`src/hdl/mfw_pkg.sv`:
```
// Package for the recursive mutex with FIFO wait queue.
// Holds sizing constants, shared types and helper functions; no dependencies.
package mfw_pkg;

  localparam int THREAD_COUNT = 16;
  localparam int NEST_BITS    = 8;
  localparam int TID_W        = $clog2(THREAD_COUNT);
  localparam int CNT_W        = $clog2(THREAD_COUNT + 1);
  localparam int IN_TID_W     = 4;
  localparam int OUT_TID_W    = 4;
  localparam int STATUS_W     = 4;
  localparam int DEPTH_W      = 8;

  typedef logic [TID_W-1:0]     tid_t;
  typedef logic [NEST_BITS-1:0] nest_t;

  typedef enum logic {
    OP_ACQUIRE = 1'b0,
    OP_RELEASE = 1'b1
  } op_t;

  typedef enum logic [STATUS_W-1:0] {
    ST_GRANTED         = 4'd0,
    ST_NESTED          = 4'd1,
    ST_BLOCKED         = 4'd2,
    ST_UNNESTED        = 4'd3,
    ST_FREED           = 4'd4,
    ST_HANDOFF         = 4'd5,
    ST_NOT_HOLDER      = 4'd6,
    ST_ALREADY_WAITING = 4'd7,
    ST_OVERFLOW        = 4'd8
  } status_t;

  // queue command from lock core
  typedef struct packed {
    logic push;
    logic pop;
    tid_t push_tid;
    tid_t query_tid;
  } q_cmd_t;

  // queue status to lock core
  typedef struct packed {
    logic empty;
    logic full;
    tid_t head_tid;
    logic query_waiting;
  } q_stat_t;

  typedef struct packed {
    status_t              status;
    logic                 woken_valid;
    logic [OUT_TID_W-1:0] woken_thread;
    logic                 holder_valid;
    logic [OUT_TID_W-1:0] holder_thread;
    logic [DEPTH_W-1:0]   nest_depth;
  } result_t;

  function automatic tid_t wrap_tid(input logic [IN_TID_W-1:0] raw);
    return TID_W'(raw % THREAD_COUNT);
  endfunction

  function automatic logic [DEPTH_W-1:0] sat_depth(input nest_t n);
    logic [NEST_BITS+DEPTH_W-1:0] wide;
    wide = (NEST_BITS + DEPTH_W)'(n);
    if (wide > (NEST_BITS + DEPTH_W)'({DEPTH_W{1'b1}})) begin
      return {DEPTH_W{1'b1}};
    end
    return DEPTH_W'(wide);
  endfunction

endpackage

```
`src/hdl/mfw_wait_queue.sv`:
```
// Circular queue of blocked thread IDs plus per-thread waiting flags.
// Depends on mfw_pkg.
module mfw_wait_queue import mfw_pkg::*; (
  input  logic    clk,
  input  logic    rst_n,
  input  q_cmd_t  cmd,
  output q_stat_t stat
);

  tid_t              slot_r [THREAD_COUNT];
  tid_t              head_r, head_nxt;
  tid_t              tail_r, tail_nxt;
  logic [CNT_W-1:0]  count_r, count_nxt;
  logic [THREAD_COUNT-1:0] waiting_r, waiting_nxt;

  function automatic tid_t ptr_inc(input tid_t p);
    return (p == TID_W'(THREAD_COUNT - 1)) ? '0 : p + TID_W'(1);
  endfunction

  always_comb begin
    head_nxt    = head_r;
    tail_nxt    = tail_r;
    count_nxt   = count_r;
    waiting_nxt = waiting_r;
    if (cmd.push) begin
      tail_nxt                  = ptr_inc(tail_r);
      waiting_nxt[cmd.push_tid] = 1'b1;
    end
    if (cmd.pop) begin
      head_nxt                      = ptr_inc(head_r);
      waiting_nxt[slot_r[head_r]]   = 1'b0;
    end
    if (cmd.push && !cmd.pop) begin
      count_nxt = count_r + CNT_W'(1);
    end else if (cmd.pop && !cmd.push) begin
      count_nxt = count_r - CNT_W'(1);
    end
  end

  always_ff @(posedge clk) begin
    if (!rst_n) begin
      head_r    <= '0;
      tail_r    <= '0;
      count_r   <= '0;
      waiting_r <= '0;
    end else begin
      head_r    <= head_nxt;
      tail_r    <= tail_nxt;
      count_r   <= count_nxt;
      waiting_r <= waiting_nxt;
    end
  end

  always_ff @(posedge clk) begin
    if (cmd.push) begin
      slot_r[tail_r] <= cmd.push_tid;
    end
  end

  assign stat.empty         = (count_r == '0);
  assign stat.full          = (count_r >= CNT_W'(THREAD_COUNT));
  assign stat.head_tid      = slot_r[head_r];
  assign stat.query_waiting = waiting_r[cmd.query_tid];

endmodule

```
`src/hdl/mfw_lock_core.sv`:
```
// Lock ownership state and request decision logic; drives the wait queue.
// Depends on mfw_pkg and mfw_wait_queue.
module mfw_lock_core import mfw_pkg::*; (
  input  logic    clk,
  input  logic    rst_n,
  input  logic    advance,
  input  op_t     op,
  input  tid_t    tid,
  output result_t result
);

  logic    owned_r, owned_nxt;
  tid_t    owner_r, owner_nxt;
  nest_t   nest_r, nest_nxt;
  q_cmd_t  q_cmd;
  q_stat_t q_stat;
  status_t status;
  logic    woken_v;
  tid_t    woken_t;

  mfw_wait_queue u_queue (
    .clk  (clk),
    .rst_n(rst_n),
    .cmd  (q_cmd),
    .stat (q_stat)
  );

  always_comb begin
    owned_nxt       = owned_r;
    owner_nxt       = owner_r;
    nest_nxt        = nest_r;
    q_cmd.push      = 1'b0;
    q_cmd.pop       = 1'b0;
    q_cmd.push_tid  = tid;
    q_cmd.query_tid = tid;
    woken_v         = 1'b0;
    woken_t         = '0;
    status          = ST_NOT_HOLDER;
    case (op)
      OP_ACQUIRE: begin
        if (!owned_r) begin
          owned_nxt = 1'b1;
          owner_nxt = tid;
          nest_nxt  = NEST_BITS'(1);
          status    = ST_GRANTED;
        end else if (owner_r == tid) begin
          if (nest_r == {NEST_BITS{1'b1}}) begin
            status = ST_OVERFLOW;
          end else begin
            nest_nxt = nest_r + NEST_BITS'(1);
            status   = ST_NESTED;
          end
        end else if (q_stat.query_waiting || q_stat.full) begin
          status = ST_ALREADY_WAITING;
        end else begin
          q_cmd.push = advance;
          status     = ST_BLOCKED;
        end
      end
      OP_RELEASE: begin
        if (!owned_r || owner_r != tid) begin
          status = ST_NOT_HOLDER;
        end else if (nest_r > NEST_BITS'(1)) begin
          nest_nxt = nest_r - NEST_BITS'(1);
          status   = ST_UNNESTED;
        end else if (!q_stat.empty) begin
          q_cmd.pop = advance;
          owner_nxt = q_stat.head_tid;
          nest_nxt  = NEST_BITS'(1);
          woken_v   = 1'b1;
          woken_t   = q_stat.head_tid;
          status    = ST_HANDOFF;
        end else begin
          owned_nxt = 1'b0;
          owner_nxt = '0;
          nest_nxt  = '0;
          status    = ST_FREED;
        end
      end
      default: status = ST_NOT_HOLDER;
    endcase
  end

  always_ff @(posedge clk) begin
    if (!rst_n) begin
      owned_r <= 1'b0;
      owner_r <= '0;
      nest_r  <= '0;
    end else if (advance) begin
      owned_r <= owned_nxt;
      owner_r <= owner_nxt;
      nest_r  <= nest_nxt;
    end
  end

  assign result.status        = status;
  assign result.woken_valid   = woken_v;
  assign result.woken_thread  = OUT_TID_W'(woken_t);
  assign result.holder_valid  = owned_nxt;
  assign result.holder_thread = owned_nxt ? OUT_TID_W'(owner_nxt) : '0;
  assign result.nest_depth    = owned_nxt ? sat_depth(nest_nxt) : '0;

endmodule

```
`src/hdl/recursive_mutex_fifo_waiters.sv`:
```
// Recursive mutex with FIFO wait queue: input register, lock core, result register.
// A request is captured in the input register, decided by the lock core and captured
// in the result register; throughput 1 request/cycle while the result is not stalled.
// Input stalls only while a registered request waits behind a stalled result.
// Synchronous active-low reset frees the lock, empties the queue and clears all waiting
// flags; queue slots are not cleared and are only read after being written.
// Depends on mfw_pkg, mfw_lock_core, mfw_wait_queue.
module recursive_mutex_fifo_waiters import mfw_pkg::*; (
  input  logic                 clk,
  input  logic                 rst_n,
  input  logic                 in_valid,
  output logic                 in_stall,
  input  logic                 in_operation,
  input  logic [IN_TID_W-1:0]  in_thread_id,
  output logic                 out_valid,
  input  logic                 out_stall,
  output logic [STATUS_W-1:0]  out_status,
  output logic                 out_woken_valid,
  output logic [OUT_TID_W-1:0] out_woken_thread,
  output logic                 out_holder_valid,
  output logic [OUT_TID_W-1:0] out_holder_thread,
  output logic [DEPTH_W-1:0]   out_nest_depth
);

  logic    in_vld_r;
  op_t     in_op_r;
  tid_t    in_tid_r;
  logic    out_vld_r;
  result_t res_r;
  result_t res;
  logic    advance;

  assign advance  = in_vld_r && (!out_vld_r || !out_stall);
  assign in_stall = in_vld_r && !advance;

  always_ff @(posedge clk) begin
    if (!rst_n) begin
      in_vld_r <= 1'b0;
    end else if (!in_stall) begin
      in_vld_r <= in_valid;
    end
  end

  always_ff @(posedge clk) begin
    if (!in_stall && in_valid) begin
      in_op_r  <= op_t'(in_operation);
      in_tid_r <= wrap_tid(in_thread_id);
    end
  end

  mfw_lock_core u_core (
    .clk    (clk),
    .rst_n  (rst_n),
    .advance(advance),
    .op     (in_op_r),
    .tid    (in_tid_r),
    .result (res)
  );

  always_ff @(posedge clk) begin
    if (!rst_n) begin
      out_vld_r <= 1'b0;
    end else if (advance) begin
      out_vld_r <= 1'b1;
    end else if (!out_stall) begin
      out_vld_r <= 1'b0;
    end
  end

  always_ff @(posedge clk) begin
    if (advance) begin
      res_r <= res;
    end
  end

  assign out_valid         = out_vld_r;
  assign out_status        = res_r.status;
  assign out_woken_valid   = res_r.woken_valid;
  assign out_woken_thread  = res_r.woken_thread;
  assign out_holder_valid  = res_r.holder_valid;
  assign out_holder_thread = res_r.holder_thread;
  assign out_nest_depth    = res_r.nest_depth;

endmodule

```
`config.mk`:
```
export PLATFORM = sky130hd
export DESIGN_NAME = recursive_mutex_fifo_waiters
export DESIGN_NICKNAME = d
export VERILOG_FILES = /design/src/hdl/mfw_pkg.sv /design/src/hdl/mfw_wait_queue.sv /design/src/hdl/mfw_lock_core.sv /design/src/hdl/recursive_mutex_fifo_waiters.sv
export SDC_FILE = /design/constraint.sdc
export NUM_CORES = 1
export LEC_CHECK = 0
export BUFFER_PORTS_ARGS = -buffer_cell sky130_fd_sc_hd__buf_2
export CORE_MARGIN = 5
export CORE_UTILIZATION = 55
export DETAILED_ROUTE_END_ITERATION = 16
export PLACE_DENSITY_LB_ADDON = 0.08
export SYNTH_ARGS = -nofsm -noshare
export SYNTH_HDL_FRONTEND = slang
export SYNTH_SLANG_ARGS = --single-unit
```
`constraint.sdc`:
```
create_clock -name clk -period 3.15 [get_ports clk]
set_clock_uncertainty 0.1 [all_clocks]
set_input_delay 0.1575 -clock clk [delete_from_list [all_inputs] [get_ports clk]]
set_output_delay 0.1575 -clock clk [all_outputs]
set_load 0.02 [all_outputs]
```
==> impl_metrics.json <==
{
  "finalHoldWorstSlack_ns": 0.139,
  "dieArea_um2": 14400,
  "vias": 4785,
  "period_share_pct": 92.4,
  "arrival_ns": 3.09,
  "dp.cells": 724,
  "io_pins": 33,
  "nNetsFinal": 622,
  "avgSynthCellArea_um2": 12.1,
  "leakage_uw": 0.00269,
  "drive_gt1_share_pct": 22.6,
  "r2r_setup_slack_ns": 0.24,
  "io_buffers": 32,
  "grt_pass1_vias": 4521,
  "fmax_ghz": 0.344,
  "relSlewSlack_pct": 48.7,
  "cp_top_family": "simple AND/OR/NAND/NOR gates",
  "setup_viol": 0,
  "cap_violations": 0,
  "cts_sinks": 139,
  "hold_viol_final": 0,
  "grt_pass1_wl_um": 25000,
  "antenna_cells": 0,
  "synth_ff_type": "edfxtp_1",
  "antenna_found_initial": 0,
  "fin_tns_setup_ns": 0,
  "synth_cell_types": 76,
  "cts_tree": "built",
  "synth-edff-count": 91,
  "die_h_um": 120,
  "synth.most_common_cell": "edfxtp_1",
  "place_area_um2": 7000,
  "synth_warnings": 0,
  "viasPerCell": 6.27,
  "reg2regPathDepth": 9,
  "worstSetupStartpointType": "flip-flop",
  "async_reset_ff_share_pct": 0,
  "synth_top_area_share_pct": 40.9,
  "fin_crit_ns": 2.91,
  "grt_max_degree": 45,
  "outcome": "completed",
  "place_congestion": 0.886,
  "synthTopCellsByCount": "edfxtp_1 (91), nor2_1 (64), dfxtp_1 (48)",
  "crit_fanout": 5,
  "initialDrtViolationCount": 496,
  "path_clk_slew_ns": 0.06,
  "gr-total-overflow": 0,
  "slowest_delay_ns": 0.49,
  "initial_core_util_pct": 55.8,
  "antenna_left": 0,
  "reg2reg_from": "in_tid_r[1]$_DFFE_PP_",
  "detail_route.drc_violations": 0,
  "clk_latency_ns": 0.42,
  "crit_chain": "mux2_2, a221oi_2, nand4_2, nor2_4, inv_4, fa_2, or4_4, a21oi_2, nor3b_2",
  "timing.rr.end": "u_core.u_queue.count_r[2]$_SDFFE_PN0P_",
  "p_per_area_nw_per_um2": 569,
  "hpwl_um": 10700,
  "hold_depth": 2,
  "peakVddDrop_uv": 662,
  "yosys.area.top_type": "edfxtp_1",
  "die_x_um": 120,
  "firstDrtPassIters": 5,
  "syn2layout_area_growth_pct": 15.8,
  "finalNonFillerCells": 763,
  "cts_buffers": 17,
  "grt_use_total_pct": 22.8,
  "worst_pin_slew_ns": 0.763,
  "clockBufferDepth": 2,
  "hold_path_end": "u_core.nest_r[0]$_SDFFE_PN0P_",
  "nFillCells": 898,
  "rsz0062_at_grt": "no",
  "rows": 40,
  "crit_path_top_delay_cell": "edfxtp_1",
  "slew_violations": 0,
  "utilization_pct": 64.6,
  "hp-class": "in -> reg",
  "synth-seq-cells": 139,
  "synth_fp_nets": 572,
  "routed_wl_um": 15500,
  "post_cts_buffers": 0,
  "hp-start": "rst_n",
  "routedWlPerCell_um": 20.4,
  "path_class": "reg -> reg",
  "critPathBufInv": 1,
  "synthTopCellsByArea": "edfxtp_1 (41%), dfxtp_1 (14%), mux4_2 (6.4%)",
  "crit_required_ns": 3.34,
  "core_um2": 12000,
  "cts_root_buf": "clkbuf_16",
  "syn-cell-area_um2": 6680,
  "htree_levels": 4,
  "end_kind": "flip-flop",
  "ys_seq_area_share_pct": 55.3,
  "postLayoutCellArea_um2": 7730,
  "syn_inst": 553
}
what timing repair did:
action,CTS,global route
hold buffers,7,0
endpoints found under the hold margin,7,0
endpoints found under the setup margin,0,1
resized for setup,0,1
cell usage in the layout, fill, tap and decap left out, drive strengths merged, types with 15 or more instances in the layout:
| cell type | instances |
|---|---|
| edfxtp | 91 |
| nor2 | 66 |
| buf | 56 |
| dfxtp | 48 |
| a21oi | 38 |
| o21ai | 34 |
| nand2 | 26 |
| mux4 | 21 |
| clkbuf | 20 |
| nand3 | 16 |
| mux2i | 15 |
| nor3 | 15 |
how the worst max path moves through the flow:
stage | from | end | slack, ns | cells past startpoint
after floorplan | in_tid_r[1]$_DFFE_PP_ | u_core.u_queue.count_r[2]$_SDFFE_PN0P_ | 0.001 | 11
after global placement | in_tid_r[0]$_DFFE_PP_ | u_core.u_queue.count_r[2]$_SDFFE_PN0P_ | 0.27 | 9
after detailed placement | in_tid_r[0]$_DFFE_PP_ | u_core.u_queue.count_r[2]$_SDFFE_PN0P_ | 0.16 | 9
after CTS | in_tid_r[0]$_DFFE_PP_ | u_core.u_queue.count_r[2]$_SDFFE_PN0P_ | 0.15 | 9
after global routing | in_tid_r[0]$_DFFE_PP_ | u_core.u_queue.count_r[2]$_SDFFE_PN0P_ | 0.06 | 10
final | in_tid_r[1]$_DFFE_PP_ | u_core.u_queue.count_r[2]$_SDFFE_PN0P_ | 0.24 | 9
flip-flops by register name, indices dropped and copies added (netlist names), named ones only:
signal / cells
u_core.u_queue.slot_r: 64
out_woken_thread: 4
u_core.u_queue.head_r: 4
out_holder_valid: 1
u_core.u_queue.tail_r: 4
u_core.nest_r: 8
out_status: 4
in_tid_r: 4
out_valid: 1
u_core.u_queue.count_r: 5
out_nest_depth: 8
out_holder_thread: 4
u_core.owner_r: 4
in_vld_r: 1
u_core.u_queue.waiting_r: 16
in_op_r: 1
out_woken_valid: 1
u_core.owned_r: 1
power by group:
group / internal, µW / total [µW] / switching [µW] / leakage (µW)
Sequential: 1970 / 1990 / 20.7 / 0.00122
Combinational: 80.6 / 237 / 157 / 0.00116
Clock: 1440 / 2170 / 732 / 0.000317
layout make-up:
| type | instances | area [µm²] | area share (%) |
|---|---|---|---|
| well taps | 147 | 184 | 2.38 |
| clock inverters | 12 | 194 | 2.51 |
| clock buffers | 20 | 457 | 5.91 |
| inverters | 14 | 55.1 | 0.712 |
| flip-flops and latches | 139 | 3690 | 47.8 |
| multi-input cells | 368 | 2720 | 35.2 |
| repair buffers | 63 | 423 | 5.47 |
metrics by stage:
step | setup WS [ns] | power, µW
2_1_floorplan | 0.00101 | 2180
3_3_place_gp | 0.269 | 2250
3_5_place_dp | 0.157 | 2250
4_1_cts | 0.153 | 4430
5_1_grt | 0.0617 | 4540
6_report | 0.241 | 4400
cell families (layout without fill, tap and decap cells):
| logic type | Yosys count | count (layout) | share of synthesized area, % |
|---|---|---|---|
| buffers and inverters | 46 | 109 | 4.22 |
| AND/OR/NAND/NOR | 182 | 182 | 14.5 |
| AO/OA/AOI/OAI | 126 | 126 | 12.3 |
| multiplexers | 44 | 44 | 10.8 |
| XOR/XNOR | 6 | 6 | 0.900 |
| adder cells (fa/ha/maj) | 10 | 10 | 1.99 |
| flip-flops | 139 | 139 | 55.3 |
per-layer routing:
metal	GRT usage [%]	share of wire (%)	vias to the layer above
li1	-	-	2218
met1	33.4	46	2361
met2	33.2	46	186
met3	5.42	5.7	20
met4	8.16	1.8	0
met5	0	0	-
Note: power is estimated with default switching activity, not from simulation.
